<file path="src/design/ac3fs_pkg.sv">
`default_nettype none
package ac3fs_pkg;

  localparam int STORE_BYTES  = 4096;
  localparam int AW           = $clog2(STORE_BYTES);
  localparam int HEADER_BYTES = 7;
  localparam int BURST_WORDS  = 3072;
  localparam int NUM_SIZES    = 38;

  localparam logic [7:0]  SYNC_HI    = 8'h0B;
  localparam logic [7:0]  SYNC_LO    = 8'h77;
  localparam logic [15:0] CRC_POLY   = 16'h8005;
  localparam logic [15:0] PREAMBLE_A = 16'hF872;
  localparam logic [15:0] PREAMBLE_B = 16'h4E1F;
  localparam logic [7:0]  TYPE_AC3   = 8'h01;
  localparam logic [7:0]  BSMOD_MASK = 8'h07;
  localparam logic [7:0]  FRMSIZE_MASK = 8'h3F;
  localparam logic [1:0]  FS_RESERVED = 2'd3;

  typedef enum logic {
    OP_PUSH = 1'b0,
    OP_READ = 1'b1
  } op_e;

  typedef struct packed {
    op_e         op;
    logic [7:0]  data;
    logic [11:0] idx;
  } req_t;

  // One byte of CRC-16 0x8005, MSB first.
  function automatic logic [15:0] crc_byte(input logic [15:0] crc, input logic [7:0] b);
    logic [15:0] c;
    c = crc ^ {b, 8'h00};
    for (int i = 0; i < 8; i++) begin
      c = c[15] ? ((c << 1) ^ CRC_POLY) : (c << 1);
    end
    return c;
  endfunction

  // Ring position advance; both operands are below STORE_BYTES.
  function automatic logic [AW-1:0] ring_add(input logic [AW-1:0] p, input logic [AW-1:0] n);
    logic [AW:0] s;
    s = {1'b0, p} + {1'b0, n};
    if (s >= (AW+1)'(STORE_BYTES)) begin
      s = s - (AW+1)'(STORE_BYTES);
    end
    return s[AW-1:0];
  endfunction

  // Frame length in 16-bit words for frmsizecod and fscod.
  function automatic logic [10:0] frame_size(input logic [5:0] fr, input logic [1:0] fs);
    logic [10:0] w48, w44, w32;
    w48 = '0; w44 = '0; w32 = '0;
    unique case (fr[5:1])
      5'd0:  begin w48 = 11'd64;   w44 = 11'd69;   w32 = 11'd96;   end
      5'd1:  begin w48 = 11'd80;   w44 = 11'd87;   w32 = 11'd120;  end
      5'd2:  begin w48 = 11'd96;   w44 = 11'd104;  w32 = 11'd144;  end
      5'd3:  begin w48 = 11'd112;  w44 = 11'd121;  w32 = 11'd168;  end
      5'd4:  begin w48 = 11'd128;  w44 = 11'd139;  w32 = 11'd192;  end
      5'd5:  begin w48 = 11'd160;  w44 = 11'd174;  w32 = 11'd240;  end
      5'd6:  begin w48 = 11'd192;  w44 = 11'd208;  w32 = 11'd288;  end
      5'd7:  begin w48 = 11'd224;  w44 = 11'd243;  w32 = 11'd336;  end
      5'd8:  begin w48 = 11'd256;  w44 = 11'd278;  w32 = 11'd384;  end
      5'd9:  begin w48 = 11'd320;  w44 = 11'd348;  w32 = 11'd480;  end
      5'd10: begin w48 = 11'd384;  w44 = 11'd417;  w32 = 11'd576;  end
      5'd11: begin w48 = 11'd448;  w44 = 11'd487;  w32 = 11'd672;  end
      5'd12: begin w48 = 11'd512;  w44 = 11'd557;  w32 = 11'd768;  end
      5'd13: begin w48 = 11'd640;  w44 = 11'd696;  w32 = 11'd960;  end
      5'd14: begin w48 = 11'd768;  w44 = 11'd835;  w32 = 11'd1152; end
      5'd15: begin w48 = 11'd896;  w44 = 11'd975;  w32 = 11'd1344; end
      5'd16: begin w48 = 11'd1024; w44 = 11'd1114; w32 = 11'd1536; end
      5'd17: begin w48 = 11'd1152; w44 = 11'd1253; w32 = 11'd1728; end
      5'd18: begin w48 = 11'd1280; w44 = 11'd1393; w32 = 11'd1920; end
      default: begin w48 = '0; w44 = '0; w32 = '0; end
    endcase
    w44 = w44 + {10'd0, fr[0]};
    unique case (fs)
      2'd0:    return w48;
      2'd1:    return w44;
      default: return w32;
    endcase
  endfunction

endpackage
`default_nettype wire

</file>
<file path="src/design/ac3fs_front.sv">
`default_nettype none
module ac3fs_front (
  input  wire logic               clk_i,
  input  wire logic               rst_ni,
  input  wire logic               in_valid_i,
  output      logic               in_stall_o,
  input  wire logic               req_type_i,
  input  wire logic [7:0]         data_byte_i,
  input  wire logic [11:0]        word_index_i,
  output      logic               q_valid_o,
  output      ac3fs_pkg::req_t    q_req_o,
  input  wire logic               q_pop_i
);
  import ac3fs_pkg::*;

  req_t       slot_q [2];
  logic [1:0] cnt_q, cnt_d;
  logic       push;
  req_t       incoming;

  // Classify the incoming transaction
  always_comb begin
    incoming.op   = req_type_i ? OP_READ : OP_PUSH;
    incoming.data = data_byte_i;
    incoming.idx  = word_index_i;
  end

  assign in_stall_o = (cnt_q == 2'd2);
  assign push       = in_valid_i && !in_stall_o;
  assign q_valid_o  = (cnt_q != 2'd0);
  assign q_req_o    = slot_q[0];

  always_comb begin
    cnt_d = cnt_q + {1'b0, push} - {1'b0, q_pop_i};
  end

  always_ff @(posedge clk_i or negedge rst_ni) begin
    if (!rst_ni) begin
      cnt_q <= '0;
    end else begin
      cnt_q <= cnt_d;
    end
  end

  // Shift queue: head in slot 0
  always_ff @(posedge clk_i) begin
    if (q_pop_i) begin
      slot_q[0] <= (push && cnt_q == 2'd1) ? incoming : slot_q[1];
      if (push && cnt_q == 2'd2) begin
        slot_q[1] <= incoming;
      end
    end else if (push) begin
      if (cnt_q == 2'd0) begin
        slot_q[0] <= incoming;
      end else begin
        slot_q[1] <= incoming;
      end
    end
  end
endmodule
`default_nettype wire

</file>
<file path="config.mk">
export PLATFORM = sky130hd
export DESIGN_NAME = ac3fs_front
export DESIGN_NICKNAME = d
export VERILOG_FILES = /design/src/design/ac3fs_pkg.sv /design/src/design/ac3fs_front.sv
export SDC_FILE = /design/constraint.sdc
export NUM_CORES = 1
export LEC_CHECK = 0
export BUFFER_PORTS_ARGS = -buffer_cell sky130_fd_sc_hd__buf_2
export CAP_MARGIN = 20
export CORE_ASPECT_RATIO = 1.2
export CORE_UTILIZATION = 50
export CTS_CLUSTER_SIZE = 24
export DETAILED_ROUTE_END_ITERATION = 16
export GPL_TIMING_DRIVEN = 0
export PLACE_DENSITY = 0.78
export REMOVE_ABC_BUFFERS = 1
export SLEW_MARGIN = 20
export SYNTH_ARGS = -nofsm -noshare
export SYNTH_HDL_FRONTEND = slang
export SYNTH_SLANG_ARGS = --single-unit
</file>
<file path="constraint.sdc">
create_clock -name clk_i -period 2.7 [get_ports clk_i]
set_input_delay 0.405 -clock clk_i [delete_from_list [all_inputs] [get_ports clk_i]]
set_output_delay 0.405 -clock clk_i [all_outputs]
set_load 0.1 [all_outputs]
</file>
Word level (Yosys, flattened, before mapping):

Memory sizes are Yosys's and may differ from the RTL's.
Index checks and enable logic that the tools add are counted.

* register bits: 2
* memories: 1
* input port bits: 25
* bits in writable memories: 42

* bitwise logic cells: 2
* eq/ne operators: 2
* add/subtract/negate cells: 2
* reduce and logical (&&, ||, !) cells: 7
* mux-type cells: 20

Memories
* slot_q: words 2, bits a word 21, read ports 2, clocked after memory_dff 0, wr ports 1, RTL line ac3fs_front.sv:16 `req_t slot_q [2];`

Operators with widths (count)
* 2-to-1 mux 21 bit: 4
* OR reduction 21 bit: 1
* 2-to-1 mux 1 bit: 16
* logical AND 1 bit: 3
* adder 2 x 1 -> 2 bit: 1
* == test 2 x 1 -> 1 bit (second input constant): 1
* == test 2 bit (second input constant): 1
* logical NOT 2 bit: 1
* bitwise OR 1 bit: 2
* nonzero test 2 bit: 1
* subtractor 2 x 1 -> 2 bit: 1
* logical NOT 1 bit: 1

Logic depth before layout (Yosys ltp):

Gate-level depths: netlist of run 1.

* depth in word-level cells: 10
* gate-level depth with buffers: 7

Worst setup path before layout of run 1:

OpenSTA, ideal clock, no wires.

* path kind: reg-to-output
* start point: register cnt_q[1]
* end point: output in_stall_o
* arrival time: 1.699 ns
* path slack: 0.596 ns
* stages on the path, launching flop included: 3
* cells stage by stage: dfrtp_1 -> inv_1 -> nor2_1

* cells in the longest elaborated chain, start to end: 1

RTL lines
* start: declaration: RTL line ac3fs_front.sv:17 `logic [1:0] cnt_q, cnt_d;`
* start signal: assignment: RTL line ac3fs_front.sv:41 `cnt_q <= cnt_d;`
* == test 2 bit: RTL line ac3fs_front.sv:28 `assign in_stall_o = (cnt_q == 2'd2);`
* end: declaration: RTL line ac3fs_front.sv:6 `output logic in_stall_o,`

No other way between the ends.

Worst setup path after layout of run 1:

* start point: register cnt_q[0]
* end point: memory slot_q[0][20] (netlist name), data pin

* cells in the longest elaborated chain, start to end: 10
* elaborated cells between the ends (all ways): 23
* classes of those cells: eq/ne (2); mux (14); bitwise (1); reduce/logical (6)

RTL lines
* == test 2 bit: RTL line ac3fs_front.sv:28, ac3fs_front.sv:49
* logical NOT 1 bit: RTL line ac3fs_front.sv:29 `assign push = in_valid_i && !in_stall_o;`
* logical AND 1 bit: RTL line ac3fs_front.sv:29
* logical AND 1 bit: RTL line ac3fs_front.sv:49 `if (push && cnt_q == 2'd2) begin`
* 2-to-1 mux 1 bit: RTL line ac3fs_front.sv:49
* 2-to-1 mux 1 bit: RTL line ac3fs_front.sv:47 `if (q_pop_i) begin`
* 2-to-1 mux 1 bit (implied by the code): RTL line ac3fs_front.sv:50 `slot_q[1] <= incoming;`
* bitwise OR 1 bit (no source line)
* OR reduction 21 bit (no source line)
* 2-to-1 mux 21 bit (no source line) *
* end: declaration: RTL line ac3fs_front.sv:16

Every way passes the cells marked *; elsewhere a longest branch is shown, timed or not.

==> results of run 1 <==
metrics by stage:
step	instance area (um2)	worst slack (ns)
3_5_place_dp	2030	0.147
3_3_place_gp	2030	0.203
6_report	2140	0.384
4_1_cts	2140	0.295
2_1_floorplan	1730	0.596
5_1_grt	2140	0.189
cell usage in the layout, fill, tap and decap left out:
cell type,instances
mux2_1,1
mux2_4,20
a31o_4,1
xnor2_1,2
edfxtp_1,42
and3b_1,1
a21o_1,1
clkbuf_8,5
or2b_1,1
dlygate4sd3_1,1
dfrtp_1,2
bufinv_16,1
ha_1,2
o21ai_0,1
buf_2,47
inv_1,3
nor2_1,2
area by class of cell:
type,count,area [um2]
Clock buffer,5,68.8
Multi-Input combinational cell,32,408
Clock inverter,1,30.0
Tap cell,52,65.1
Sequential cell,44,1310
Timing Repair Buffer,48,245
Fill cell,300,1520
Inverter,3,11.3
final timing paths:
path	slack [ns]	startpoint	to	cells after the start
max	0.38	cnt_q[0]	slot_q[0][20]	3
min	0.31	req_type_i	slot_q[0][41]	1
max reg2reg	0.38	cnt_q[0]	slot_q[0][20]	3
min reg2reg	0.54	slot_q[0][41]	slot_q[0][20]	1
max in group asynchronous	2.18	rst_ni	cnt_q[1]	2
min in group asynchronous	0.43	rst_ni	cnt_q[0]	2
registers in the layout, indices dropped and copies added (netlist names):
signal,cells
cnt_q,2
slot_q,42
logic make-up after synthesis:
logic type      Yosys count  share of synthesized area, %
flops                    44                          68.0
xor+xnor                  2                         0.909
fa+ha+maj                 2                          1.30
simple gates              4                          1.23
mux                      21                          16.2
compound gates            3                          1.56
buf+inv                  26                          10.8
what timing repair did:
item,CTS,global route
buffers inserted,0,0
endpoints found under the hold margin,2,0
hold buffers,1,0
routing by layer:
metal	up-vias	track usage [%]	part of all wire (%)	wire length, um
met5	-	0	0	0
met4	0	5.56	1.5	40
met3	4	5.74	6.1	158
met2	36	23.6	52	1330
met1	418	14.6	41	1050
li1	414	-	-	-
==> results.ini, run 1 <==
[yosys]
syn_avg_cell_area_um2 = 18.9
yosysMostFrequentCell = edfxtp_1
synth.largest_area_cell = edfxtp_1
yosys-top-cells-area = edfxtp_1 (65%), mux2_4 (16%), buf_4 (8.2%)
synthTopCellsByCount = edfxtp_1 (42), buf_4 (21), mux2_4 (20)
synth_top_area_share_pct = 65.4
syn-cell-area_mm2 = 0.00193
yosys_register_bits = 44
netlist_instances = 102
synth_edf_count = 42
synth_cell_types = 15
yosysSeqAreaShare_pct = 68.0
synth_flop_cell = edfxtp_1
synthArstFlopShare_pct = 4.55
yosysWarnings = 0

[grt]
gr-total-overflow = 0
track_usage_pct = 13.8
grt_pass1_wl_mm = 4.08
grt_max_degree = 23
antenna_found_initial = 0
grt_pass1_vias = 937

[final_layout]
antenna_cells = 0
nets = 161
fin_cells = 185
area_growth_pct = 11.0
layout-drive-gt1-share_pct = 55.6
fin_util_pct = 58.4

[die]
die_width_um = 58.7
rows = 24
initial_core_util_pct = 52.6
fp.coreArea_mm2 = 0.00366
dieArea_mm2 = 0.00411
io-pin-count = 48
die_y_um = 70.0

[sta]
skew_ns = 0.00184
period_share_pct = 85.8
setup_viol = 0
worst_pin_slew_ns = 0.954
setup_tns_ns = 0
rsz0062_at_grt = false
max_freq_ghz = 0.432
hold_viol = 0
hold_ws_ns = 0.308
slew_violations = 0
fin_crit_ns = 2.32
slew_headroom_pct = 36.4

[worst_hold_path]
worst_hold_path_type = in2reg

[critical_path]
crit_path_start_kind = flip-flop
critPathBufInv = 0
critPathMaxStageDelay_ns = 0.82
worst-setup-path-type = reg2reg
cp-end-kind = flip-flop
slowest_stage = and3b_1
cp_top_family = simple AND/OR/NAND/NOR gates
worstPathArrival_ns = 2.35
crit_path_cell_trace = and3b_1 -> a31o_4 -> mux2_1
required_ns = 2.74
cp_max_fo = 22

[route]
drc_errors = 0
vias = 872
totalWireLength_mm = 2.59
first_pass_iters = 2
routed_via_density = 4.71
wl_per_cell_um = 14.0
first_iter_violations = 10
drtAntennaViolNets = 0

[clock_tree]
cts_max_path_buffers = 2
clk_latency_ns = 0.28
cts-root-buf = clkbuf_8
cts_tree = done
cts_buffers = 5
cts.sinks = 44
cts_resized = 0
ctsHtreeMaxLevel = 2
path_clk_slew_ns = 0.07

[status]
outcome = finished clean

[place]
gp_congestion = 0.684
io_buffers = 47
placedCellCount = 178

[run]
drv_cap = 0

Power of run 1 is left out: the tool's default activity adds up to more than one toggle a clock period on the data nets, which glitch-free logic cannot reach.
==> run 2: changes to the inputs <==
CTS_BUF_LIST = sky130_fd_sc_hd__clkbuf_16   (was default)
==> results.ini, run 2 (synthesized netlist as in run 1, its figures left out) <==
[critical_path]
worstPathArrival_ns = 2.35  ; about the same
rrSetupSlack_ns = 0.38  ; about the same
startpoint = cnt_q[0]
crit_end = slot_q[0][20]
worstReg2RegEnd = slot_q[0][20]
crit_path_cell_trace = and3b_1 -> a31o_4 -> mux2_1
r2r_cells = 3  ; unchanged
timing.rr.start = cnt_q[0]
critPathBufInv = 0  ; unchanged
cp-end-kind = flip-flop
worst-setup-path-type = reg2reg
required_ns = 2.73  ; about the same
critPathMaxStageDelay_ns = 0.82  ; about the same
cp_max_fo = 22  ; unchanged
slowest_stage = and3b_1
crit_path_start_kind = flip-flop
cp_top_family = simple AND/OR/NAND/NOR gates
cp.depth = 3  ; unchanged

[route]
first_iter_violations = 12  ; +2
drtAntennaViolNets = 0  ; unchanged
first_pass_iters = 2  ; unchanged
wl_per_cell_um = 13.9  ; -0.27%
routed_via_density = 4.75  ; +0.69%
totalWireLength_mm = 2.58  ; -0.27%
vias = 878  ; +0.69%
drc_errors = 0  ; unchanged

[place]
io_buffers = 47  ; unchanged
gp_congestion = 0.684  ; unchanged

[die]
die_y_um = 70.0  ; unchanged
initial_core_util_pct = 52.6  ; unchanged
die_width_um = 58.7  ; unchanged
fp.coreArea_mm2 = 0.00366  ; unchanged
dieArea_mm2 = 0.00411  ; unchanged
io-pin-count = 48  ; unchanged
rows = 24  ; unchanged

[final_layout]
layout-drive-gt1-share_pct = 55.6  ; unchanged
final_cell_mix = buf_2 (47), edfxtp_1 (42), mux2_4 (20), clkbuf_16 (5), inv_1 (3)
largest_register = slot_q
layout_commonest_cell = buf_2
top_regs = slot_q: 42 flops, cnt_q: 2 flops
area_growth_pct = 13.9
fill_cells = 292  ; -2.7%
antenna_cells = 0  ; unchanged
nets = 161  ; unchanged
largest_reg_flops = 42  ; unchanged

[clock_tree]
cts-root-buf = clkbuf_16
cts_buffers = 5  ; unchanged
clk_latency_ns = 0.28  ; about the same
ctsHtreeMaxLevel = 2  ; unchanged
cts_tree = done
cts.sinks = 44  ; unchanged
path_clk_slew_ns = 0.05  ; -0.02 ns
cts_max_path_buffers = 2  ; unchanged

[sta]
rsz0062_at_grt = false
skew_ns = 0.00175  ; -0.0000840 ns
slew_headroom_pct = 36.2  ; -0.16 points
slew_violations = 0  ; unchanged
setup_viol = 0  ; unchanged
hold_viol = 0  ; unchanged
worst_pin_slew_ns = 0.956  ; +0.00241 ns
hold_ws_ns = 0.314  ; +0.00637 ns
fin_crit_ns = 2.32  ; +0.00174 ns
period_share_pct = 85.9  ; about the same
max_freq_ghz = 0.431  ; about the same
setup_tns_ns = 0  ; unchanged

[grt]
grt_pass1_wl_mm = 4.11  ; +0.69%
grt_max_degree = 23  ; unchanged
track_usage_pct = 14.1  ; +0.39 points
gr-total-overflow = 0  ; unchanged
grt_pass1_vias = 933  ; -0.43%
antenna_found_initial = 0  ; unchanged

[worst_hold_path]
worst_hold_path_type = in2reg
hold_start = req_type_i

[status]
outcome = finished clean

[run]
drv_cap = 0  ; unchanged

==> run 2: through the flow <==
stage          worst slack, ns  std cells  utilization [%]  cell area [um2]
4_1_cts                  0.297        185             59.9             2200
3_3_place_gp             0.203        178             55.4             2030
6_report                 0.382        185             59.9             2200
5_1_grt                  0.191        185             59.9             2200
2_1_floorplan            0.596         79                -             1730
3_5_place_dp             0.147        178             55.4             2030
==> run 2: final cells by class <==
type                    count  area, um2  share of cell area (%)
clock buffers               5        125                    5.70
clock inverters             1       30.0                    1.37
inverters                   3       11.3                   0.513
multi-input cells          32        408                    18.6
flip-flops and latches     44       1310                    59.7
well taps                  52       65.1                    2.96
repair buffers             48        245                    11.2
==> run 2: per-layer routing <==
layer | GRT usage, % | vias up | part of all wire (%)
li1 | - | 416 | -
met1 | 14.7 | 419 | 40
met2 | 23.6 | 37 | 51
met3 | 5.74 | 6 | 6.6
met4 | 7.94 | 0 | 2.5
met5 | 0 | - | 0
==> run 2: worst reg2reg max path, stage by stage, from the launching register on <==
cell	delay [ns]
dfrtp_1	0.41
and3b_1	0.82
a31o_4	0.46
mux2_1	0.37
==> run 2: what timing repair did <==
action                                 4_1_cts  5_1_grt
setup buffers                                0        0
endpoints found under the hold margin        2        0
resized for setup                            0        0
hold buffers                                 1        0
==> run 2: worst min-delay path by stage <==
| stage | endpoint | slack (ns) | cells past startpoint |
|---|---|---|---|
| 3_5_place_dp | cnt_q[1] | 0.19 | 1 |
| 3_3_place_gp | cnt_q[0] | 0.19 | 1 |
| 5_1_grt | slot_q[0][33] | 0.31 | 1 |
| 4_1_cts | slot_q[0][33] | 0.31 | 1 |
| 2_1_floorplan | cnt_q[0] | 0.11 | 0 |
| 6_report | slot_q[0][41] | 0.31 | 1 |
Power of run 2 is left out for the same reason.
==> run 3: changes to the inputs <==
CTS_BUF_LIST = default   (was sky130_fd_sc_hd__clkbuf_16)
PLACE_DENSITY = 0.76   (was 0.78)
==> results.ini, run 3 (synthesized netlist as in run 1, its figures left out) <==
[status]
outcome = finished clean

[clock_tree]
path_clk_slew_ns = 0.08  ; +0.03 ns
postCtsSetupBuffers = 0  ; unchanged
clk_latency_ns = 0.29  ; about the same
cts-root-buf = clkbuf_8
cts_tree = done
ctsHtreeMaxLevel = 2  ; unchanged
cts_max_path_buffers = 2  ; unchanged
cts_buffers = 5  ; unchanged
cts.sinks = 44  ; unchanged

[final_layout]
multi_input_area_um2 = 408  ; unchanged
layout_commonest_cell = buf_2
final-seq-area_mm2 = 0.00131  ; unchanged
largest_register = slot_q
area_growth_pct = 10.2
final_cell_mix = buf_2 (47), edfxtp_1 (42), mux2_4 (20), clkbuf_8 (5), inv_1 (3)
layout-drive-gt1-share_pct = 54.8  ; -0.82 points
antenna_cells = 0  ; unchanged
largest_reg_flops = 42  ; unchanged
fill_cells = 309  ; +5.8%
top_regs = slot_q: 42 flops, cnt_q: 2 flops
nets = 161  ; unchanged

[route]
wl_per_cell_um = 14.5  ; +3.7%
totalWireLength_mm = 2.70  ; +4.8%
drc_errors = 0  ; unchanged
routed_via_density = 4.66  ; -1.7%
first_iter_violations = 33  ; +21
drtAntennaViolNets = 0  ; unchanged
first_pass_iters = 4  ; +2
vias = 872  ; -0.68%

[run]
drv_cap = 0  ; unchanged

[worst_hold_path]
whs_path_depth = 1  ; unchanged
hold_start = word_index_i[0]
min_to = slot_q[0][21]
worst_hold_path_type = in2reg

[sta]
skew_ns = 0.00294  ; +0.00118 ns
setup_tns_ns = 0  ; unchanged
rsz0062_at_grt = false
hold_viol = 0  ; unchanged
worst_pin_slew_ns = 1.02  ; +0.0623 ns
setup_viol = 0  ; unchanged
period_share_pct = 89.3  ; +3.5 points
slew_violations = 0  ; unchanged
fin_crit_ns = 2.41  ; +0.0932 ns
max_freq_ghz = 0.415  ; -3.9%
slew_headroom_pct = 32.1  ; -4.2 points

[grt]
grt_pass1_wl_mm = 4.42  ; +7.7%
gr-total-overflow = 0  ; unchanged
antenna_found_initial = 0  ; unchanged
grt_pass1_vias = 917  ; -1.7%
track_usage_pct = 15.0  ; +0.84 points
grt_max_degree = 23  ; unchanged

[critical_path]
timing.rr.start = cnt_q[0]
rrSetupSlack_ns = 0.29  ; -0.09 ns
cp_max_fo = 22  ; unchanged
worstPathArrival_ns = 2.45  ; +0.10 ns
cp-end-kind = flip-flop
worst-setup-path-type = reg2reg
crit_path_start_kind = flip-flop
crit_path_cell_trace = and3b_1 -> a31o_4 -> mux2_1
worstReg2RegEnd = slot_q[0][20]
critPathMaxStageDelay_ns = 0.87  ; +0.05 ns
slowest_stage = and3b_1
required_ns = 2.74  ; about the same
r2r_cells = 3  ; unchanged

[die]
initial_core_util_pct = 52.6  ; unchanged
dieArea_mm2 = 0.00411  ; unchanged
io-pin-count = 48  ; unchanged
fp.coreArea_mm2 = 0.00366  ; unchanged
die_y_um = 70.0  ; unchanged
rows = 24  ; unchanged
die_width_um = 58.7  ; unchanged

[place]
gp_congestion = 0.638  ; -6.6%
io_buffers = 47  ; unchanged
dp_hpwl_mm = 1.83

run 3: changes by cell type in the layout (fill, tap and decap cells not counted), sizes merged:
cell,delta
bufinv,-1
clkbuf,+1
clkinv,+1
clkinvlp,+1
run 3: worst max-delay path, delay by kind of cell (launching register included):
family | cells | cell delay (ns)
simple gates | 1 | 0.87
flops | 1 | 0.43
compound gates | 1 | 0.48
mux | 1 | 0.37
run 3: stage by stage:
stage	setup WS, ns	cell area, um2	util (%)	instances	hold slack (ns)
after global placement	0.168	2030	55.4	178	0.189
after global routing	0.100	2120	58.0	187	0.288
final	0.289	2120	58.0	187	0.303
after detailed placement	0.0728	2030	55.4	178	0.193
after CTS	0.209	2120	58.0	187	0.294
after floorplan	0.596	1730	-	79	0.109
run 3: worst max-delay path by stage:
| stage | from | cells after the start | slack [ns] | end |
|---|---|---|---|---|
| 2_1_floorplan | cnt_q[1] | 2 | 0.60 | in_stall_o |
| 3_3_place_gp | q_pop_i | 4 | 0.17 | slot_q[0][20] |
| 3_5_place_dp | q_pop_i | 4 | 0.07 | slot_q[0][20] |
| 4_1_cts | cnt_q[0] | 3 | 0.21 | slot_q[0][20] |
| 5_1_grt | cnt_q[0] | 3 | 0.1 | slot_q[0][20] |
| 6_report | cnt_q[0] | 3 | 0.29 | slot_q[0][20] |
run 3: repair_timing:
action / in CTS / in global routing
gates resized for setup: 0 / 0
hold buffers: 1 / 0
hold endpoints to repair: 2 / 0
run 3: layout make-up:
class	instances	area share [%]
Clock buffer	6	3.42
Clock inverter	2	0.530
Inverter	3	0.530
Multi-Input combinational cell	32	19.2
Sequential cell	44	61.7
Tap cell	52	3.06
Timing Repair Buffer	48	11.5
run 3: metal layers:
layer,GRT usage (%),vias up,share of wire (%)
li1,-,414,-
met4,6.35,0,1.8
met2,24.4,34,50
met3,5.37,6,5.9
met5,0,-,0
met1,17.7,418,42
Power of run 3 is left out for the same reason.
