==> src/design/ac3fs_pkg.sv <==
`default_nettype none
package ac3fs_pkg;

  localparam int STORE_BYTES  = 4096;
  localparam int AW           = $clog2(STORE_BYTES);
  localparam int HEADER_BYTES = 7;
  localparam int BURST_WORDS  = 3072;
  localparam int NUM_SIZES    = 38;

  localparam logic [7:0]  SYNC_HI    = 8'h0B;
  localparam logic [7:0]  SYNC_LO    = 8'h77;
  localparam logic [15:0] CRC_POLY   = 16'h8005;
  localparam logic [15:0] PREAMBLE_A = 16'hF872;
  localparam logic [15:0] PREAMBLE_B = 16'h4E1F;
  localparam logic [7:0]  TYPE_AC3   = 8'h01;
  localparam logic [7:0]  BSMOD_MASK = 8'h07;
  localparam logic [7:0]  FRMSIZE_MASK = 8'h3F;
  localparam logic [1:0]  FS_RESERVED = 2'd3;

  typedef enum logic {
    OP_PUSH = 1'b0,
    OP_READ = 1'b1
  } op_e;

  typedef struct packed {
    op_e         op;
    logic [7:0]  data;
    logic [11:0] idx;
  } req_t;

  // One byte of CRC-16 0x8005, MSB first.
  function automatic logic [15:0] crc_byte(input logic [15:0] crc, input logic [7:0] b);
    logic [15:0] c;
    c = crc ^ {b, 8'h00};
    for (int i = 0; i < 8; i++) begin
      c = c[15] ? ((c << 1) ^ CRC_POLY) : (c << 1);
    end
    return c;
  endfunction

  // Ring position advance; both operands are below STORE_BYTES.
  function automatic logic [AW-1:0] ring_add(input logic [AW-1:0] p, input logic [AW-1:0] n);
    logic [AW:0] s;
    s = {1'b0, p} + {1'b0, n};
    if (s >= (AW+1)'(STORE_BYTES)) begin
      s = s - (AW+1)'(STORE_BYTES);
    end
    return s[AW-1:0];
  endfunction

  // Frame length in 16-bit words for frmsizecod and fscod.
  function automatic logic [10:0] frame_size(input logic [5:0] fr, input logic [1:0] fs);
    logic [10:0] w48, w44, w32;
    w48 = '0; w44 = '0; w32 = '0;
    unique case (fr[5:1])
      5'd0:  begin w48 = 11'd64;   w44 = 11'd69;   w32 = 11'd96;   end
      5'd1:  begin w48 = 11'd80;   w44 = 11'd87;   w32 = 11'd120;  end
      5'd2:  begin w48 = 11'd96;   w44 = 11'd104;  w32 = 11'd144;  end
      5'd3:  begin w48 = 11'd112;  w44 = 11'd121;  w32 = 11'd168;  end
      5'd4:  begin w48 = 11'd128;  w44 = 11'd139;  w32 = 11'd192;  end
      5'd5:  begin w48 = 11'd160;  w44 = 11'd174;  w32 = 11'd240;  end
      5'd6:  begin w48 = 11'd192;  w44 = 11'd208;  w32 = 11'd288;  end
      5'd7:  begin w48 = 11'd224;  w44 = 11'd243;  w32 = 11'd336;  end
      5'd8:  begin w48 = 11'd256;  w44 = 11'd278;  w32 = 11'd384;  end
      5'd9:  begin w48 = 11'd320;  w44 = 11'd348;  w32 = 11'd480;  end
      5'd10: begin w48 = 11'd384;  w44 = 11'd417;  w32 = 11'd576;  end
      5'd11: begin w48 = 11'd448;  w44 = 11'd487;  w32 = 11'd672;  end
      5'd12: begin w48 = 11'd512;  w44 = 11'd557;  w32 = 11'd768;  end
      5'd13: begin w48 = 11'd640;  w44 = 11'd696;  w32 = 11'd960;  end
      5'd14: begin w48 = 11'd768;  w44 = 11'd835;  w32 = 11'd1152; end
      5'd15: begin w48 = 11'd896;  w44 = 11'd975;  w32 = 11'd1344; end
      5'd16: begin w48 = 11'd1024; w44 = 11'd1114; w32 = 11'd1536; end
      5'd17: begin w48 = 11'd1152; w44 = 11'd1253; w32 = 11'd1728; end
      5'd18: begin w48 = 11'd1280; w44 = 11'd1393; w32 = 11'd1920; end
      default: begin w48 = '0; w44 = '0; w32 = '0; end
    endcase
    w44 = w44 + {10'd0, fr[0]};
    unique case (fs)
      2'd0:    return w48;
      2'd1:    return w44;
      default: return w32;
    endcase
  endfunction

endpackage
`default_nettype wire

==> src/design/ac3fs_back.sv <==
`default_nettype none
module ac3fs_back (
  input  wire logic                    clk_i,
  input  wire logic                    rst_ni,
  input  wire logic                    q_valid_i,
  input  wire ac3fs_pkg::req_t         q_req_i,
  output      logic                    q_pop_o,
  output      logic                    mem_we_o,
  output      logic [ac3fs_pkg::AW-1:0] mem_waddr_o,
  output      logic [7:0]              mem_wdata_o,
  output      logic [ac3fs_pkg::AW-1:0] mem_raddr_o,
  input  wire logic [7:0]              mem_rdata_i,
  output      logic                    out_valid_o,
  input  wire logic                    out_stall_i,
  output      logic                    frame_ready_o,
  output      logic [15:0]             read_word_o,
  output      logic [1:0]              rate_code_o,
  output      logic [10:0]             frame_words_o,
  output      logic [2:0]              stream_mode_o,
  output      logic [15:0]             skipped_bytes_o
);
  import ac3fs_pkg::*;

  localparam logic [2:0] S_IDLE  = 3'd0;
  localparam logic [2:0] S_PCHK  = 3'd1;
  localparam logic [2:0] S_PBYTE = 3'd2;
  localparam logic [2:0] S_RHI   = 3'd3;
  localparam logic [2:0] S_RLO   = 3'd4;
  localparam logic [2:0] S_RFIN  = 3'd5;
  localparam logic [2:0] S_EMIT  = 3'd6;

  localparam logic [1:0] PH_SEEK1 = 2'd0;
  localparam logic [1:0] PH_SEEK2 = 2'd1;
  localparam logic [1:0] PH_HEAD  = 2'd2;
  localparam logic [1:0] PH_BODY  = 2'd3;

  logic [2:0]    state_q;
  logic [1:0]    phase_q;
  logic [AW-1:0] wcount_q, rpos_q, rend_q, start_q;
  logic [15:0]   crc_q, skip_q;
  logic [11:0]   cnt_q, crc1_len_q, tot_q;
  logic [10:0]   cand_words_q, size_q;
  logic [1:0]    rate_q;
  logic [2:0]    mode_q, bsmod_q;
  logic [7:0]    code_q, hi_q;
  logic          crc1_good_q;
  logic [12:0]   off_q;
  logic          res_ready_q;
  logic [15:0]   res_word_q, res_skip_q;

  logic [7:0]    b;
  logic [15:0]   crc_n;
  logic [11:0]   cnt_n;
  logic [12:0]   off_n;
  logic [11:0]   len_bytes;
  logic [10:0]   hdr_words;
  logic          out_free;
  logic          hdr_bad, body_end, body_good;
  logic          parse_restart, parse_accept;

  function automatic logic [15:0] sat_add(input logic [15:0] s, input logic [1:0] n);
    logic [16:0] t;
    t = {1'b0, s} + {15'd0, n};
    return t[16] ? 16'hFFFF : t[15:0];
  endfunction

  assign b         = mem_rdata_i;
  assign crc_n     = crc_byte(crc_q, b);
  assign cnt_n     = cnt_q + 12'd1;
  assign off_n     = {q_req_i.idx, 1'b0} - 13'd8;
  assign len_bytes = {size_q, 1'b0};
  assign hdr_words = frame_size(code_q[5:0] & FRMSIZE_MASK[5:0], code_q[7:6]);
  assign out_free  = !out_valid_o || !out_stall_i;

  // Decide the outcome of the byte being parsed
  always_comb begin
    hdr_bad       = (code_q[7:6] == FS_RESERVED) ||
                    ((code_q[5:0] & FRMSIZE_MASK[5:0]) >= 6'(NUM_SIZES));
    body_end      = (phase_q == PH_BODY) && (cnt_n == tot_q);
    body_good     = crc1_good_q && (crc_n == 16'd0);
    parse_restart = ((phase_q == PH_HEAD) && (cnt_n == 12'(HEADER_BYTES)) && hdr_bad) ||
                    (body_end && !body_good);
    parse_accept  = body_end && body_good;
  end

  // Store write and read addressing
  always_comb begin
    q_pop_o     = (state_q == S_IDLE) && q_valid_i;
    mem_we_o    = q_pop_o && (q_req_i.op == OP_PUSH);
    mem_waddr_o = wcount_q;
    mem_wdata_o = q_req_i.data;
    unique case (state_q)
      S_RHI:   mem_raddr_o = ring_add(rend_q, off_q[AW-1:0]);
      S_RLO:   mem_raddr_o = ring_add(rend_q, ring_add(off_q[AW-1:0], AW'(1)));
      default: mem_raddr_o = rpos_q;
    endcase
  end

  // Sequencer: push, parse loop, burst read, result hand-off
  always_ff @(posedge clk_i or negedge rst_ni) begin
    if (!rst_ni) begin
      state_q         <= S_IDLE;
      phase_q         <= PH_SEEK1;
      wcount_q        <= '0;
      rpos_q          <= '0;
      rend_q          <= '0;
      start_q         <= '0;
      crc_q           <= '0;
      skip_q          <= '0;
      cnt_q           <= '0;
      crc1_len_q      <= '0;
      tot_q           <= '0;
      cand_words_q    <= '0;
      size_q          <= '0;
      rate_q          <= '0;
      mode_q          <= '0;
      bsmod_q         <= '0;
      code_q          <= '0;
      hi_q            <= '0;
      crc1_good_q     <= 1'b0;
      off_q           <= '0;
      res_ready_q     <= 1'b0;
      res_word_q      <= '0;
      res_skip_q      <= '0;
      out_valid_o     <= 1'b0;
      frame_ready_o   <= 1'b0;
      read_word_o     <= '0;
      rate_code_o     <= '0;
      frame_words_o   <= '0;
      stream_mode_o   <= '0;
      skipped_bytes_o <= '0;
    end else begin
      if (out_valid_o && !out_stall_i && state_q != S_EMIT) begin
        out_valid_o <= 1'b0;
      end
      unique case (state_q)
        S_IDLE: begin
          if (q_valid_i) begin
            res_ready_q <= 1'b0;
            if (q_req_i.op == OP_PUSH) begin
              res_word_q <= '0;
              wcount_q   <= ring_add(wcount_q, AW'(1));
              state_q    <= S_PCHK;
            end else begin
              res_skip_q <= skip_q;
              off_q      <= off_n;
              state_q    <= S_EMIT;
              if (q_req_i.idx >= 12'(BURST_WORDS)) begin
                res_word_q <= '0;
              end else if (q_req_i.idx == 12'd0) begin
                res_word_q <= PREAMBLE_A;
              end else if (q_req_i.idx == 12'd1) begin
                res_word_q <= PREAMBLE_B;
              end else if (q_req_i.idx == 12'd2) begin
                res_word_q <= {5'd0, mode_q, TYPE_AC3};
              end else if (q_req_i.idx == 12'd3) begin
                res_word_q <= {1'b0, size_q, 4'd0};
              end else begin
                state_q <= S_RHI;
              end
            end
          end
        end
        S_PCHK: begin
          if (rpos_q == wcount_q) begin
            res_skip_q <= skip_q;
            state_q    <= S_EMIT;
          end else begin
            state_q <= S_PBYTE;
          end
        end
        S_PBYTE: begin
          state_q <= parse_accept ? S_EMIT : S_PCHK;
          rpos_q  <= parse_restart ? ring_add(start_q, AW'(2)) : ring_add(rpos_q, AW'(1));
          unique case (phase_q)
            PH_SEEK1: begin
              if (b == SYNC_HI) begin
                phase_q <= PH_SEEK2;
                start_q <= rpos_q;
              end else begin
                skip_q <= sat_add(skip_q, 2'd1);
              end
            end
            PH_SEEK2: begin
              if (b == SYNC_LO) begin
                phase_q <= PH_HEAD;
                cnt_q   <= 12'd2;
                crc_q   <= '0;
              end else begin
                phase_q <= PH_SEEK1;
                skip_q  <= sat_add(skip_q, 2'd2);
              end
            end
            PH_HEAD: begin
              crc_q <= crc_n;
              cnt_q <= cnt_n;
              if (cnt_n == 12'd5) begin
                code_q <= b;
              end
              if (cnt_n == 12'd6) begin
                bsmod_q <= b[2:0] & BSMOD_MASK[2:0];
              end
              if (cnt_n == 12'(HEADER_BYTES)) begin
                if (hdr_bad) begin
                  phase_q <= PH_SEEK1;
                  skip_q  <= sat_add(skip_q, 2'd2);
                end else begin
                  rate_q       <= code_q[7:6];
                  cand_words_q <= hdr_words;
                  crc1_len_q   <= {({1'b0, hdr_words[10:1]} + {3'd0, hdr_words[10:3]}), 1'b0};
                  tot_q        <= {hdr_words, 1'b0};
                  crc1_good_q  <= 1'b0;
                  phase_q      <= PH_BODY;
                end
              end
            end
            default: begin
              crc_q <= crc_n;
              cnt_q <= cnt_n;
              if (cnt_n == crc1_len_q) begin
                crc1_good_q <= (crc_n == 16'd0);
              end
              if (body_end) begin
                phase_q <= PH_SEEK1;
                if (!body_good) begin
                  skip_q <= sat_add(skip_q, 2'd2);
                end else begin
                  mode_q      <= bsmod_q;
                  size_q      <= cand_words_q;
                  rend_q      <= start_q;
                  res_skip_q  <= skip_q;
                  skip_q      <= '0;
                  res_ready_q <= 1'b1;
                end
              end
            end
          endcase
        end
        S_RHI: begin
          state_q <= S_RLO;
        end
        S_RLO: begin
          hi_q    <= (off_q < {1'b0, len_bytes}) ? b : 8'd0;
          state_q <= S_RFIN;
        end
        S_RFIN: begin
          res_word_q <= {hi_q, ((off_q + 13'd1) < {1'b0, len_bytes}) ? b : 8'd0};
          state_q    <= S_EMIT;
        end
        S_EMIT: begin
          if (out_free) begin
            out_valid_o     <= 1'b1;
            frame_ready_o   <= res_ready_q;
            read_word_o     <= res_word_q;
            rate_code_o     <= rate_q;
            frame_words_o   <= size_q;
            stream_mode_o   <= mode_q;
            skipped_bytes_o <= res_skip_q;
            state_q         <= S_IDLE;
          end
        end
        default: state_q <= S_IDLE;
      endcase
    end
  end
endmodule
`default_nettype wire

==> config.mk <==
export PLATFORM = sky130hd
export DESIGN_NAME = ac3fs_back
export DESIGN_NICKNAME = d
export VERILOG_FILES = /design/src/design/ac3fs_pkg.sv /design/src/design/ac3fs_back.sv
export SDC_FILE = /design/constraint.sdc
export NUM_CORES = 1
export LEC_CHECK = 0
export BUFFER_PORTS_ARGS = -buffer_cell sky130_fd_sc_hd__buf_2
export CORE_ASPECT_RATIO = 0.8
export CORE_MARGIN = 1
export CORE_UTILIZATION = 35
export CTS_BUF_LIST = sky130_fd_sc_hd__clkbuf_4 sky130_fd_sc_hd__clkbuf_8 sky130_fd_sc_hd__clkbuf_16
export CTS_CLUSTER_DIAMETER = 80
export DETAILED_ROUTE_END_ITERATION = 7
export HOLD_SLACK_MARGIN = 0.05
export PLACE_DENSITY_LB_ADDON = 0.1
export SLEW_MARGIN = 25
export SYNTH_ARGS = -nofsm -noshare
export SYNTH_HDL_FRONTEND = slang
export SYNTH_SLANG_ARGS = --single-unit
==> constraint.sdc <==
create_clock -name clk_i -period 4 [get_ports clk_i]
set_input_delay 0.8 -clock clk_i [delete_from_list [all_inputs] [get_ports clk_i]]
set_output_delay 0.8 -clock clk_i [all_outputs]
set_load 0.02 [all_outputs]
### After elaboration in Yosys (flattened, before gate mapping)

Memory sizes are Yosys's and may differ from the RTL's.
Index checks and enable logic that the tools add are counted.
Widths: inputs -> output; s select.

| word-level totals | value |
|---|---|
| flip-flop bits (word level) | 251 |
| memory bits (read-only) | 832 |
| word-level logic and storage cells | 232 |
| input port bits | 33 |
| memories kept | 1 |
| RAM bits | 0 |
| bits in latches | 0 |
| output and inout port bits | 84 |

| cells by class | value |
|---|---|
| mux-type cells | 77 |
| equal/unequal tests | 38 |
| $mul | 0 |
| add/sub/neg operators | 19 |
| divide/modulo/power cells | 0 |
| reductions and logical operators | 44 |
| magnitude comparators | 10 |
| shift operators | 0 |
| bitwise logic cells | 14 |

Memory list:

| name | words | bits a word | read ports | clocked after Yosys merged registers in | wr ports | RTL line | source |
|---|---|---|---|---|---|---|---|
| (no name shown) | 32 | 26 | 1 | 0 | 0 | ac3fs_pkg.sv:55 | `unique case (fr[5:1])` |

Operators with widths:

| cell | number |
|---|---|
| $mux 16 | 30 |
| $mux 12 | 9 |
| $pmux 16 s3 | 2 |
| $ge 13x13->1 const B | 6 |
| $sub 12x1->12 const B | 6 |
| $pmux 16 s2 | 2 |
| $pmux 12 s2 | 2 |
| $add 12x1->13 const B | 3 |
| $eq 12x12->1 | 3 |
| $eq 12x3->1 const B | 3 |
| $mux 3 | 10 |
| $add 12x12->13 | 2 |
| $lt 13x12->1 | 2 |
| $ne 2x2->1 const B | 13 |
| $eq 12x2->1 const B | 2 |
| $not 3->3 | 8 |
| $pmux 11 s2 | 1 |
| $pmux 3 s7 | 1 |
| $reduce_and 3->1 | 7 |
| $add 16x1->17 const B | 1 |
| $add 16x2->17 const B | 1 |
| $logic_not 16->1 | 1 |
| $mux 8 | 2 |
| $xor 16x16->16 | 1 |
| other kinds (40) | 84 |

### Longest topological paths before layout

Gate-level depths: netlist of the first run.

| logic depth | value |
|---|---|
| depth in word-level cells | 23 |
| gate-level depth with buffers | 24 |
| gate-level depth less buffers | 23 |

### Worst setup path after synthesis of the first run

No wires, ideal clock.

| timing path | value |
|---|---|
| kind | flip-flop to flip-flop |
| from | register code_q[3] |
| to | register crc1_len_q[10] |
| setup slack | -393 ps |
| required time | 3917 ps |
| arrival time | 4311 ps |
| library setup time | 83 ps |
| cell stages (with the launch flop) | 25 |
| path buffers | 4 |
| cells stage by stage | dfrtp_1 > clkbuf_1 > clkbuf_1 > buf_2 > buf_1 > a21oi_1 > a21oi_1 > o22ai_1 > ha_1 > ha_1 > nand2_1 > nor2_1 > xnor2_1 > a22oi_1 > inv_1 > ha_1 > a21o_1 > a21oi_1 > nor2b_1 > o21a_1 > o21ai_0 > a21oi_1 > o22a_1 > xor2_1 > o21ai_0 |

| between the ends | value |
|---|---|
| longest elaborated chain between the ends | 4 |
| elaborated cells between the ends (all ways) | 8 |
| those cells by class | add/sub: 2; order compare: 1; mux: 1; bitwise: 1; reduce/logical: 2; memory: 1 |

RTL lines:

| what | RTL line | source |
|---|---|---|
| start: declaration | ac3fs_back.sv:45 | `logic [7:0] code_q, hi_q;` |
| start signal: assignment | ac3fs_back.sv:118 | `code_q <= '0;` |
| start signal: assignment | ac3fs_back.sv:198 | `code_q <= b;` |
| $mem_v2 32x26 * | n/a |  |
| $add 11x1->11 | ac3fs_pkg.sv:77 | `w44 = w44 + {10'd0, fr[0]};` |
| $pmux 11 s2 * | ac3fs_pkg.sv:78 | `unique case (fs)` |
| named net hdr_words[4] | ac3fs_back.sv:56 | `logic [10:0] hdr_words;` |
| $add 10x8->11 * | ac3fs_back.sv:210 | `crc1_len_q <= {({1'b0, hdr_words[10:1]} + {3'd0, hdr_words[10:3]}), 1'b0};` |
| end signal: assignment | ac3fs_back.sv:210 |  |
| end: declaration | ac3fs_back.sv:41 | `logic [11:0] cnt_q, crc1_len_q, tot_q;` |

The timed path passes the listed nets; every way through them passes the cells marked *.
A chain may end at the register's enable or synchronous reset.

### Worst setup path after layout of the first run

| timing path | value |
|---|---|
| from | register state_q[0] |
| to | output port mem_raddr_o[10] in the netlist's numbering |

| between the ends | value |
|---|---|
| longest elaborated chain between the ends | 2 |
| elaborated cells between the ends (all ways) | 3 |
| those cells by class | eq/ne: 2; mux: 1 |

RTL lines:

| what | RTL line | source |
|---|---|---|
| start: declaration | ac3fs_back.sv:37 | `logic [2:0] state_q;` |
| start signal: assignment | ac3fs_back.sv:173 | `state_q <= parse_accept ? S_EMIT : S_PCHK;` |
| $eq 3x3->1 / $eq 3x2->1 (equally long branches) | ac3fs_back.sv:92 | `unique case (state_q)` |
| $pmux 12 s2 * | ac3fs_back.sv:92 |  |
| end: declaration | ac3fs_back.sv:11 | `output logic [ac3fs_pkg::AW-1:0] mem_raddr_o,` |

Every way passes the cells marked *; elsewhere a longest branch is shown, timed or not.

==> results_dict.tcl, run 1 <==
set metrics [dict create \
    layout.core_utilization 0.431 \
    grt_start_max_net_pins 104 \
    insertion_delay_ns 0.57 \
    fin_area_sq_um 17700 \
    grt_pass1_vias 11500 \
    antenna_cells_inserted 0 \
    finalWirelength_mm 43.3 \
    coreArea_sq_um 41100 \
    synth.top_cell.area_share 0.423 \
    unrepaired_setup_endpoints_after_global_routing "true" \
    clock.fmax_ghz 0.255 \
    route.antenna.remaining_nets 0 \
    power_per_cell_area_nw_per_um2 623 \
    slew-limit-headroom 0.437 \
    clkSlewWorstSetupHoldPaths_ns 0.05 \
    tritoncts_clock_tree "yes" \
    syn_area_per_cell_sq_um 9.39 \
    worst_setup_path_start_kind "flip-flop" \
    final.hold.worst_slack_ns 0.306 \
    cp.arrival_ns 3.12 \
    clock-sinks 250 \
    clock_tree.buffer_depth 3 \
    synthesis.yosys.warnings 0 \
    cts_root_buffer "sky130_fd_sc_hd__clkbuf_16" \
    final_min_period_over_clock_period 0.980 \
    port-buffer-count 100 \
    final_critical_path_setup_slack_ns 0.0807 \
    dr.pass1.iters 5 \
    clock-skew-final_ns 0.0113 \
    globalRouteOverflowTotal 0 \
    finalMaxSlewViolations 0 \
    path_class "reg2out" \
    yosys_register_bits 250 \
    initialDrtViolationCount 822 \
    cell_count_after_synthesis 1575 \
    number_of_nets_in_the_layout 1824 \
    grt_antenna_before_repair 1 \
    dp_worst_setup_slack_ns -0.157 \
    synth_top_flop_cell "sky130_fd_sc_hd__dfrtp_1" \
    fraction_of_layout_cells_with_a_size_suffix_above_1 0.244 \
    num-fill-cells 4066 \
    drc 0 \
    number_of_flops_mapped_to_enable_cells_by_yosys 0 \
    post-synth-top-area-cell "sky130_fd_sc_hd__dfrtp_1" \
    tritoncts.num_buffers 30 \
    postPlaceCellArea_sq_um 16500 \
    route.vias.total 12100 \
    synth.net_count 1666 \
    fin_cells 2299 \
    design.portCount 117 \
    synth_cell_type_count 78 \
    cp-end-kind "output pin" \
    tightestPinTransition_ns 0.845 \
    postSynth.asyncResetShare 1.00 \
    cts_hold_buffers 0 \
    grt.total_usage 0.202 \
    detailedPlacementHpwl_mm 32.1 \
    finalPower_mw 11.0 \
    yosys-top-cells-area "sky130_fd_sc_hd__dfrtp_1 (42%), sky130_fd_sc_hd__mux2_2 (6.6%), sky130_fd_sc_hd__ha_1 (4.7%), sky130_fd_sc_hd__nand2_1 (4.5%), sky130_fd_sc_hd__xnor2_1 (4.2%)" \
    status "finished, final reports clean" \
    die_height_microns 186 \
    cp_max_fo 3 \
    die_area_sq_um 43100 \
    number_of_levels_the_h_tree_was_split_into 1 \
    mappedNetlistArea_sq_um 14800 \
    timing.final.setup_violations 0 \
    count_of_final_hold_check_violations 0 \
    gp_congestion 0.830 \
    power.static_leakage_nw 8.34 \
    floorplan.initialDensity 0.360 \
    worstPathRequired_ns 3.20 \
    vdd.ir_drop.worst_v 0.000329 \
    post_layout_minimum_cycle_time_ns 3.92 \
    hold_class "in2async" \
    area_growth_syn_to_layout_pct 19.8 \
    setup_slack_of_the_most_critical_reg_to_reg_path_ns 0.19 \
    avgViaCountPerCell 5.27 \
    totalNegativeSetupSlack_ns 0 \
    wire_per_inst_microns 18.8 \
    row_count 66 \
    maxCapViolCount 0 \
    grt_first_pass_wirelength_mm 67.9 \
    ys_seq_area_frac 0.423 \
    die-width_microns 232 \
    numPlacedInstances 2237 \
]
## routing by layer
metal  GRT usage  vias to the layer above  part of all wire
li1            -                     5891                 -
met1       0.321                     5884              0.53
met2       0.285                      299              0.40
met3      0.0302                       46             0.051
met4      0.0332                        0             0.013
met5           0                        -                 0
## repair_timing
item | in CTS | in global routing
setup buffers | 2 | 6
setup endpoints to repair | 2 | 48
pin swaps | 11 | 22
resized for setup | 14 | 43
## worst paths after layout
| path | from | end | cells past startpoint |
|---|---|---|---|
| hold / removal | rst_ni | skipped_bytes_o[4] | 1 |
| hold reg to reg | rate_q[1] | rate_q[1] | 2 |
| setup / recovery | state_q[0] | mem_raddr_o[10] | 16 |
| setup reg to reg | code_q[2] | crc1_len_q[9] | 18 |
| min in group clk_i | rate_q[1] | rate_q[1] | 2 |
| max in group asynchronous | rst_ni | rate_q[1] | 2 |
## synthesized netlist by cell type (26+ instances only)
| library cell | count |
|---|---|
| sky130_fd_sc_hd__dfrtp_1 | 250 |
| sky130_fd_sc_hd__nand2_1 | 176 |
| sky130_fd_sc_hd__o21ai_0 | 120 |
| sky130_fd_sc_hd__a21oi_1 | 111 |
| sky130_fd_sc_hd__nor2_1 | 106 |
| sky130_fd_sc_hd__mux2_2 | 87 |
| sky130_fd_sc_hd__xnor2_1 | 71 |
| sky130_fd_sc_hd__clkbuf_1 | 65 |
| sky130_fd_sc_hd__inv_1 | 61 |
| sky130_fd_sc_hd__ha_1 | 56 |
| sky130_fd_sc_hd__nand3_1 | 46 |
| sky130_fd_sc_hd__xor2_1 | 42 |
| sky130_fd_sc_hd__nand4_1 | 26 |
## state kept, by name, indices dropped and copies added, names as in the netlist, 16 cells and up
signal	count
skip_q	16
skipped_bytes_o	16
read_word_o	16
res_word_q	16
crc_q	16
res_skip_q	16
## worst max-delay path: stages (launching register included)
cell	delay (ns)
sky130_fd_sc_hd__dfrtp_1	0.38
sky130_fd_sc_hd__nor2_2	0.12
sky130_fd_sc_hd__nand2_2	0.10
sky130_fd_sc_hd__clkinv_4	0.06
sky130_fd_sc_hd__ha_4	0.13
sky130_fd_sc_hd__inv_2	0.03
sky130_fd_sc_hd__fa_2	0.34
sky130_fd_sc_hd__nor2b_2	0.13
sky130_fd_sc_hd__o21ai_2	0.07
sky130_fd_sc_hd__a21oi_2	0.16
sky130_fd_sc_hd__o21ai_2	0.08
sky130_fd_sc_hd__a21oi_2	0.19
sky130_fd_sc_hd__o211ai_1	0.10
sky130_fd_sc_hd__a21boi_1	0.18
sky130_fd_sc_hd__o21ai_1	0.11
sky130_fd_sc_hd__a31o_2	0.25
sky130_fd_sc_hd__buf_6	0.13
## power breakdown
part	switching [mW]	leakage [nW]	internal, mW
Sequential	0.595	3.25	3.02
Clock	1.11	0.517	1.73
Combinational	2.66	4.57	1.94
## area by class of cell
class / count / area (sq um) / share of cell area
tap: 544 / 681 / 0.0384
multi-input combinational: 1168 / 8040 / 0.454
clock inverter: 12 / 141 / 0.00798
inverter: 62 / 238 / 0.0134
timing repair buffer: 221 / 1480 / 0.0836
sequential: 250 / 6260 / 0.353
clock buffer: 42 / 883 / 0.0498
## cells by family after synthesis
kind of cell / count (synthesis) / share of synthesized area
simple gates: 491 / 0.160
compound gates: 376 / 0.157
flops: 250 / 0.423
buf+inv: 157 / 0.0453
mux: 130 / 0.0975
xor+xnor: 113 / 0.0669
fa+ha+maj: 58 / 0.0501
## layout by cell type (no fill, tap or decap), types with 8 or more instances in the layout
master                      instances
sky130_fd_sc_hd__mux2_2            87
sky130_fd_sc_hd__buf_4            117
sky130_fd_sc_hd__nor2b_1           11
sky130_fd_sc_hd__and3_1            18
sky130_fd_sc_hd__nor2_1           104
sky130_fd_sc_hd__nand4_1           26
sky130_fd_sc_hd__nand2_1          175
sky130_fd_sc_hd__dfrtp_1          249
sky130_fd_sc_hd__xor2_1            42
sky130_fd_sc_hd__nand2b_1          24
sky130_fd_sc_hd__nand3_1           46
sky130_fd_sc_hd__mux2i_1           18
sky130_fd_sc_hd__or2_2              8
sky130_fd_sc_hd__clkbuf_16         31
sky130_fd_sc_hd__nor3_1            23
sky130_fd_sc_hd__a21o_1            16
sky130_fd_sc_hd__o31ai_1           11
sky130_fd_sc_hd__mux2_1            25
sky130_fd_sc_hd__xnor2_1           71
sky130_fd_sc_hd__a21oi_1          105
sky130_fd_sc_hd__o21ai_0          111
sky130_fd_sc_hd__buf_2             97
sky130_fd_sc_hd__o21ai_1            8
sky130_fd_sc_hd__a22o_1             8
sky130_fd_sc_hd__ha_1              50
sky130_fd_sc_hd__a31oi_1           13
sky130_fd_sc_hd__inv_1             58
No activity file was read; power rests on OpenSTA's default activity.
==> run 2: changes to the inputs <==
- PLACE_DENSITY_LB_ADDON: 0.1 -> 0.05
==> run 2 against run 1 <==
Net effect:
- sequential share of layout area down 0.12 points
- final cell count down 0.13%
- global-route usage up 0.85 points
- clock-buffer cell count up 3
- setup slack worse by 0.0054 ns
- cell area up 0.39%
- maximum frequency down 0.14%
- first-iteration DRC count down 11%
- critical path type unchanged
- largest power group unchanged
==> results_dict.tcl, run 2 (synthesis gave the netlist of run 1 again) <==
set metrics [dict create \
    status "finished, final reports clean" \
    worst_path_largest_cell_delay_ns 0.39 \
    design.portCount 117 \
    cts_root_buffer "sky130_fd_sc_hd__clkbuf_16" \
    cts_hold_buffers 0 \
    timing.final.setup_violations 0 \
    grt_first_pass_wirelength_mm 70.2 \
    avgViaCountPerCell 5.32 \
    insertion_delay_ns 0.57 \
    num-fill-cells 4008 \
    worst_setup_path_start_kind "flip-flop" \
    clock-sinks 250 \
    wire_per_inst_microns 19.6 \
    dr.pass1.iters 5 \
    clkSlewWorstSetupHoldPaths_ns 0.06 \
    finalMaxSlewViolations 0 \
    cp.arrival_ns 3.12 \
    tritoncts_clock_tree "yes" \
    layout.core_utilization 0.433 \
    power.static_leakage_nw 8.37 \
    grt_antenna_before_repair 1 \
    die_area_sq_um 43100 \
    row_count 66 \
    cp_max_fo 3 \
    critical-path-slowest-cell "sky130_fd_sc_hd__dfrtp_1" \
    vdd.ir_drop.worst_v 0.000345 \
    postPlaceCellArea_sq_um 16400 \
    port-buffer-count 100 \
    path_class "reg2out" \
    detailedPlacementHpwl_mm 33.2 \
    cp_cell_sequence "nor2_2, nand2_2, inv_4, ha_4, inv_2, fa_2, nor2b_2, o21ai_2, a21oi_2, o21ai_2, a21oi_2, o211ai_1, a21boi_1, o21ai_1, a31o_2, buf_6" \
    cp-end-kind "output pin" \
    floorplan.initialDensity 0.360 \
    clock_tree.buffer_depth 3 \
    unrepaired_setup_endpoints_after_global_routing "true" \
    post_layout_minimum_cycle_time_ns 3.92 \
    die-width_microns 232 \
    final_critical_path_setup_slack_ns 0.0753 \
    final.hold.worst_slack_ns 0.256 \
    clock.fmax_ghz 0.255 \
    grt_pass1_vias 11800 \
    initialDrtViolationCount 728 \
    finalWirelength_mm 45.1 \
    power_per_cell_area_nw_per_um2 617 \
    grt_start_max_net_pins 108 \
    maxCapViolCount 0 \
    globalRouteOverflowTotal 0 \
    die_height_microns 186 \
    tritoncts.num_buffers 30 \
    number_of_nets_in_the_layout 1822 \
    grt.total_usage 0.210 \
    count_of_final_hold_check_violations 0 \
    leading_cell_type_in_the_layout_fill_and_taps_excluded "sky130_fd_sc_hd__dfrtp_1" \
    gp_congestion 0.855 \
    worstPathRequired_ns 3.20 \
    route.antenna.remaining_nets 0 \
    area_growth_syn_to_layout_pct 20.3 \
    slew-limit-headroom 0.383 \
    fraction_of_layout_cells_with_a_size_suffix_above_1 0.253 \
    route.vias.total 12200 \
    final_min_period_over_clock_period 0.981 \
    tightestPinTransition_ns 0.926 \
    coreArea_sq_um 41100 \
    finalPower_mw 11.0 \
    clock-skew-final_ns 0.0145 \
    dp_worst_setup_slack_ns -0.265 \
    drc 0 \
    hold_class "in2async" \
    layout_common_cells "sky130_fd_sc_hd__dfrtp_1 (246), sky130_fd_sc_hd__nand2_1 (173), sky130_fd_sc_hd__buf_4 (113), sky130_fd_sc_hd__o21ai_0 (110), sky130_fd_sc_hd__a21oi_1 (103)" \
    number_of_levels_the_h_tree_was_split_into 1 \
    fin_area_sq_um 17800 \
]
run 2: cell count changes in the layout (fill, tap and decap cells not counted), moves of 3 or more:
cell | before | now
sky130_fd_sc_hd__buf_4 | 117 | 113
sky130_fd_sc_hd__clkinv_2 | 7 | 3
sky130_fd_sc_hd__xnor2_1 | 71 | 67
sky130_fd_sc_hd__xnor2_2 | 0 | 4
sky130_fd_sc_hd__clkbuf_8 | 4 | 7
sky130_fd_sc_hd__dfrtp_1 | 249 | 246
sky130_fd_sc_hd__dfrtp_2 | 1 | 4
sky130_fd_sc_hd__o21ai_1 | 8 | 11
run 2: final cells by class:
| type | instances | area [sq um] | area share |
|---|---|---|---|
| Antenna cell | 2 | 5.00 | 0.000281 |
| Clock buffer | 45 | 925 | 0.0520 |
| Clock inverter | 6 | 63.8 | 0.00359 |
| Inverter | 62 | 235 | 0.0132 |
| Multi-Input combinational cell | 1168 | 8140 | 0.457 |
| Sequential cell | 250 | 6260 | 0.352 |
| Tap cell | 544 | 681 | 0.0383 |
| Timing Repair Buffer | 219 | 1480 | 0.0833 |
run 2: worst paths after layout:
check	slack (ns)	cells past startpoint	end	start
setup / recovery	0.08	16	mem_raddr_o[10]	state_q[0]
hold / removal	0.26	1	skipped_bytes_o[3]	rst_ni
setup reg to reg	0.12	20	crc1_len_q[10]	code_q[1]
hold reg to reg	0.48	2	frame_words_o[1]	frame_words_o[1]
max in group asynchronous	2.78	2	res_word_q[15]	rst_ni
min in group clk_i	0.48	2	frame_words_o[1]	frame_words_o[1]
run 2: worst max-delay path: cells and delay by family (launching register included):
family	cells	cell delay [ns]
adders and majority gates	2	0.49
and+or+nand+nor	3	0.37
AOI/OAI and AO/OA	8	1.07
buffers and inverters	3	0.24
DFF	1	0.39
run 2: per-stage QoR:
step                cells  TNS, ns
floorplan            1575  -0.0338
global placement     2234    -7.68
detailed placement   2234   -11.61
CTS                  2286  -0.0617
global route         2294   -0.460
finish               2296        0
run 2: layer usage:
metal | up-vias | wire length, microns | global-route usage
li1 | 5886 | - | -
met1 | 5995 | 23700 | 0.333
met2 | 278 | 18300 | 0.295
met3 | 49 | 2440 | 0.0357
met4 | 2 | 689 | 0.0379
met5 | - | 11 | 0
run 2: timing repair:
item                       in CTS  in global routing
gates resized for setup        10                 75
setup endpoints to repair       4                 67
pin swaps                       7                 26
buffers inserted                1                  8
hold endpoints to repair        0                  0
run 2: power by group:
group          switching [mW]  internal [mW]  total, mW
sequential              0.606           3.02       3.63
combinational            2.66           1.93       4.59
clock                    1.11           1.65       2.76
total                    4.38           6.60       11.0
==> run 3: changes to the inputs <==
- CORE_ASPECT_RATIO: 0.8 -> default
==> run 3 against run 2 <==
Net effect:
- power decreased by 0.37%
- core utilization up 0.32 points
- die area hardly changed
- global-route usage down 1.0 points
- final cell count rose by 0.26%
- via count down 0.88%
- cell area increased by 1.1%
- critical path type unchanged
- critical endpoint unchanged
==> results_dict.tcl, run 3 (synthesis gave the netlist of run 1 again) <==
set metrics [dict create \
    status "finished, final reports clean" \
    insertion_delay_ns 0.57 \
    die_height_microns 208 \
    multi_input_comb_area_sq_um 8180 \
    grt.total_usage 0.200 \
    worst_setup_path_start_kind "flip-flop" \
    totalNegativeSetupSlack_ns 0 \
    cp_max_fo 3 \
    number_of_nets_in_the_layout 1838 \
    layout_common_cells "sky130_fd_sc_hd__dfrtp_1 (248), sky130_fd_sc_hd__nand2_1 (174), sky130_fd_sc_hd__buf_4 (123), sky130_fd_sc_hd__o21ai_0 (109)" \
    post_layout_minimum_cycle_time_ns 3.92 \
    clock_tree.buffer_depth 3 \
    finalMaxSlewViolations 0 \
    floorplan.initialDensity 0.358 \
    cp-end-kind "output pin" \
    maxCapViolCount 0 \
    seq_area_sq_um 6260 \
    regToRegStartpoint "code_q[2]" \
    vdd.ir_drop.worst_v 0.000367 \
    drc 0 \
    cts_hold_buffers 0 \
    number_of_levels_the_h_tree_was_split_into 1 \
    area_growth_syn_to_layout_pct 21.7 \
    hold_class "in2async" \
    num-fill-cells 4097 \
    power_per_cell_area_nw_per_um2 608 \
    grt_antenna_before_repair 0 \
    antenna_cells_inserted 0 \
    count_of_final_hold_check_violations 0 \
    tritoncts.num_buffers 30 \
    port-buffer-count 100 \
    grt_first_pass_wirelength_mm 69.0 \
    dr.pass1.iters 5 \
    globalRouteOverflowTotal 0 \
    route.antenna.remaining_nets 0 \
    cp.arrival_ns 3.12 \
    clock-skew-final_ns 0.0352 \
    clock-sinks 250 \
    cts_root_buffer "sky130_fd_sc_hd__clkbuf_16" \
    coreArea_sq_um 41300 \
    finalWirelength_mm 43.1 \
    grt_start_max_net_pins 90 \
    unrepaired_setup_endpoints_after_global_routing "true" \
    die_area_sq_um 43100 \
    power.static_leakage_nw 8.48 \
    fraction_of_layout_cells_with_a_size_suffix_above_1 0.258 \
    row_count 74 \
    clock.fmax_ghz 0.255 \
    final_critical_path_setup_slack_ns 0.0831 \
    path_class "reg2out" \
    wire_per_inst_microns 18.7 \
    gp_congestion 0.854 \
    timing.final.setup_violations 0 \
    worstPathRequired_ns 3.20 \
    dp_worst_setup_slack_ns -0.156 \
    grt_pass1_vias 12000 \
    detailedPlacementHpwl_mm 31.8 \
    tightestPinTransition_ns 0.965 \
    leading_cell_type_in_the_layout_fill_and_taps_excluded "sky130_fd_sc_hd__dfrtp_1" \
    route.vias.total 12100 \
    layout.core_utilization 0.436 \
    die-width_microns 208 \
    final_min_period_over_clock_period 0.979 \
    initialDrtViolationCount 650 \
    slew-limit-headroom 0.355 \
    tritoncts_clock_tree "yes" \
    design.portCount 117 \
    avgViaCountPerCell 5.26 \
    crit_start "state_q[1]" \
    clkSlewWorstSetupHoldPaths_ns 0.06 \
]
run 3: area by class of cell:
cell class	instances	area share
multi-input cells	1168	0.455
flip-flops and latches	250	0.348
repair buffers	235	0.0905
clock buffers	40	0.0493
well taps	532	0.0370
inverters	62	0.0131
clock inverters	15	0.00758
run 3: metrics by stage:
step | power [mW] | cells | hold slack [ns] | area [sq um]
2_1_floorplan | 6.57 | 1575 | 0.446 | 14800
3_3_place_gp | 8.07 | 2237 | 0.458 | 16600
3_5_place_dp | 8.11 | 2237 | 0.467 | 16600
4_1_cts | 11.0 | 2292 | 0.273 | 17600
5_1_grt | 11.7 | 2302 | 0.318 | 18000
6_report | 10.9 | 2302 | 0.253 | 18000
run 3: worst max-delay path, cell delays in order (launching register included):
cell and delay (ns):
sky130_fd_sc_hd__dfrtp_1 0.38, sky130_fd_sc_hd__nor2_1 0.10, sky130_fd_sc_hd__nand2_1 0.08, sky130_fd_sc_hd__clkinv_2 0.07
sky130_fd_sc_hd__ha_4 0.13, sky130_fd_sc_hd__inv_2 0.04, sky130_fd_sc_hd__fa_2 0.36, sky130_fd_sc_hd__nor2b_2 0.13
sky130_fd_sc_hd__o21ai_2 0.07, sky130_fd_sc_hd__a21oi_2 0.17, sky130_fd_sc_hd__o21ai_2 0.09, sky130_fd_sc_hd__a21oi_2 0.17
sky130_fd_sc_hd__o211ai_1 0.12, sky130_fd_sc_hd__a21boi_1 0.18, sky130_fd_sc_hd__o21ai_1 0.10, sky130_fd_sc_hd__a31o_2 0.25
sky130_fd_sc_hd__buf_6 0.13
run 3: what timing repair did:
action / CTS / global route
cloned: 0 / 0
pin swaps: 5 / 41
setup buffers: 0 / 10
setup endpoints to repair: 6 / 11
hold endpoints to repair: 0 / 0
resized for setup: 14 / 70
run 3: worst paths after layout:
kind	depth (start not counted)	slack, ns	to
worst min-delay path	1	0.25	skipped_bytes_o[9]
worst max-delay path	16	0.08	mem_raddr_o[10]
worst min register to register	1	0.46	mode_q[1]
min in group clk_i	1	0.46	mode_q[1]
worst max register to register	22	0.18	crc1_len_q[11]
max in group asynchronous	2	2.84	mem_waddr_o[7]
run 3: report_power, final:
| group | internal (mW) | total [mW] | switching [mW] |
|---|---|---|---|
| Sequential | 3.02 | 3.59 | 0.563 |
| Clock | 1.68 | 2.81 | 1.13 |
| Combinational | 1.95 | 4.55 | 2.60 |
run 3: layer usage:
metal,up-vias,track usage,part of all wire
met2,197,0.317,0.46
met5,-,0,0
li1,5943,-,-
met4,0,0.0466,0.018
met3,54,0.0204,0.031
met1,5909,0.292,0.49
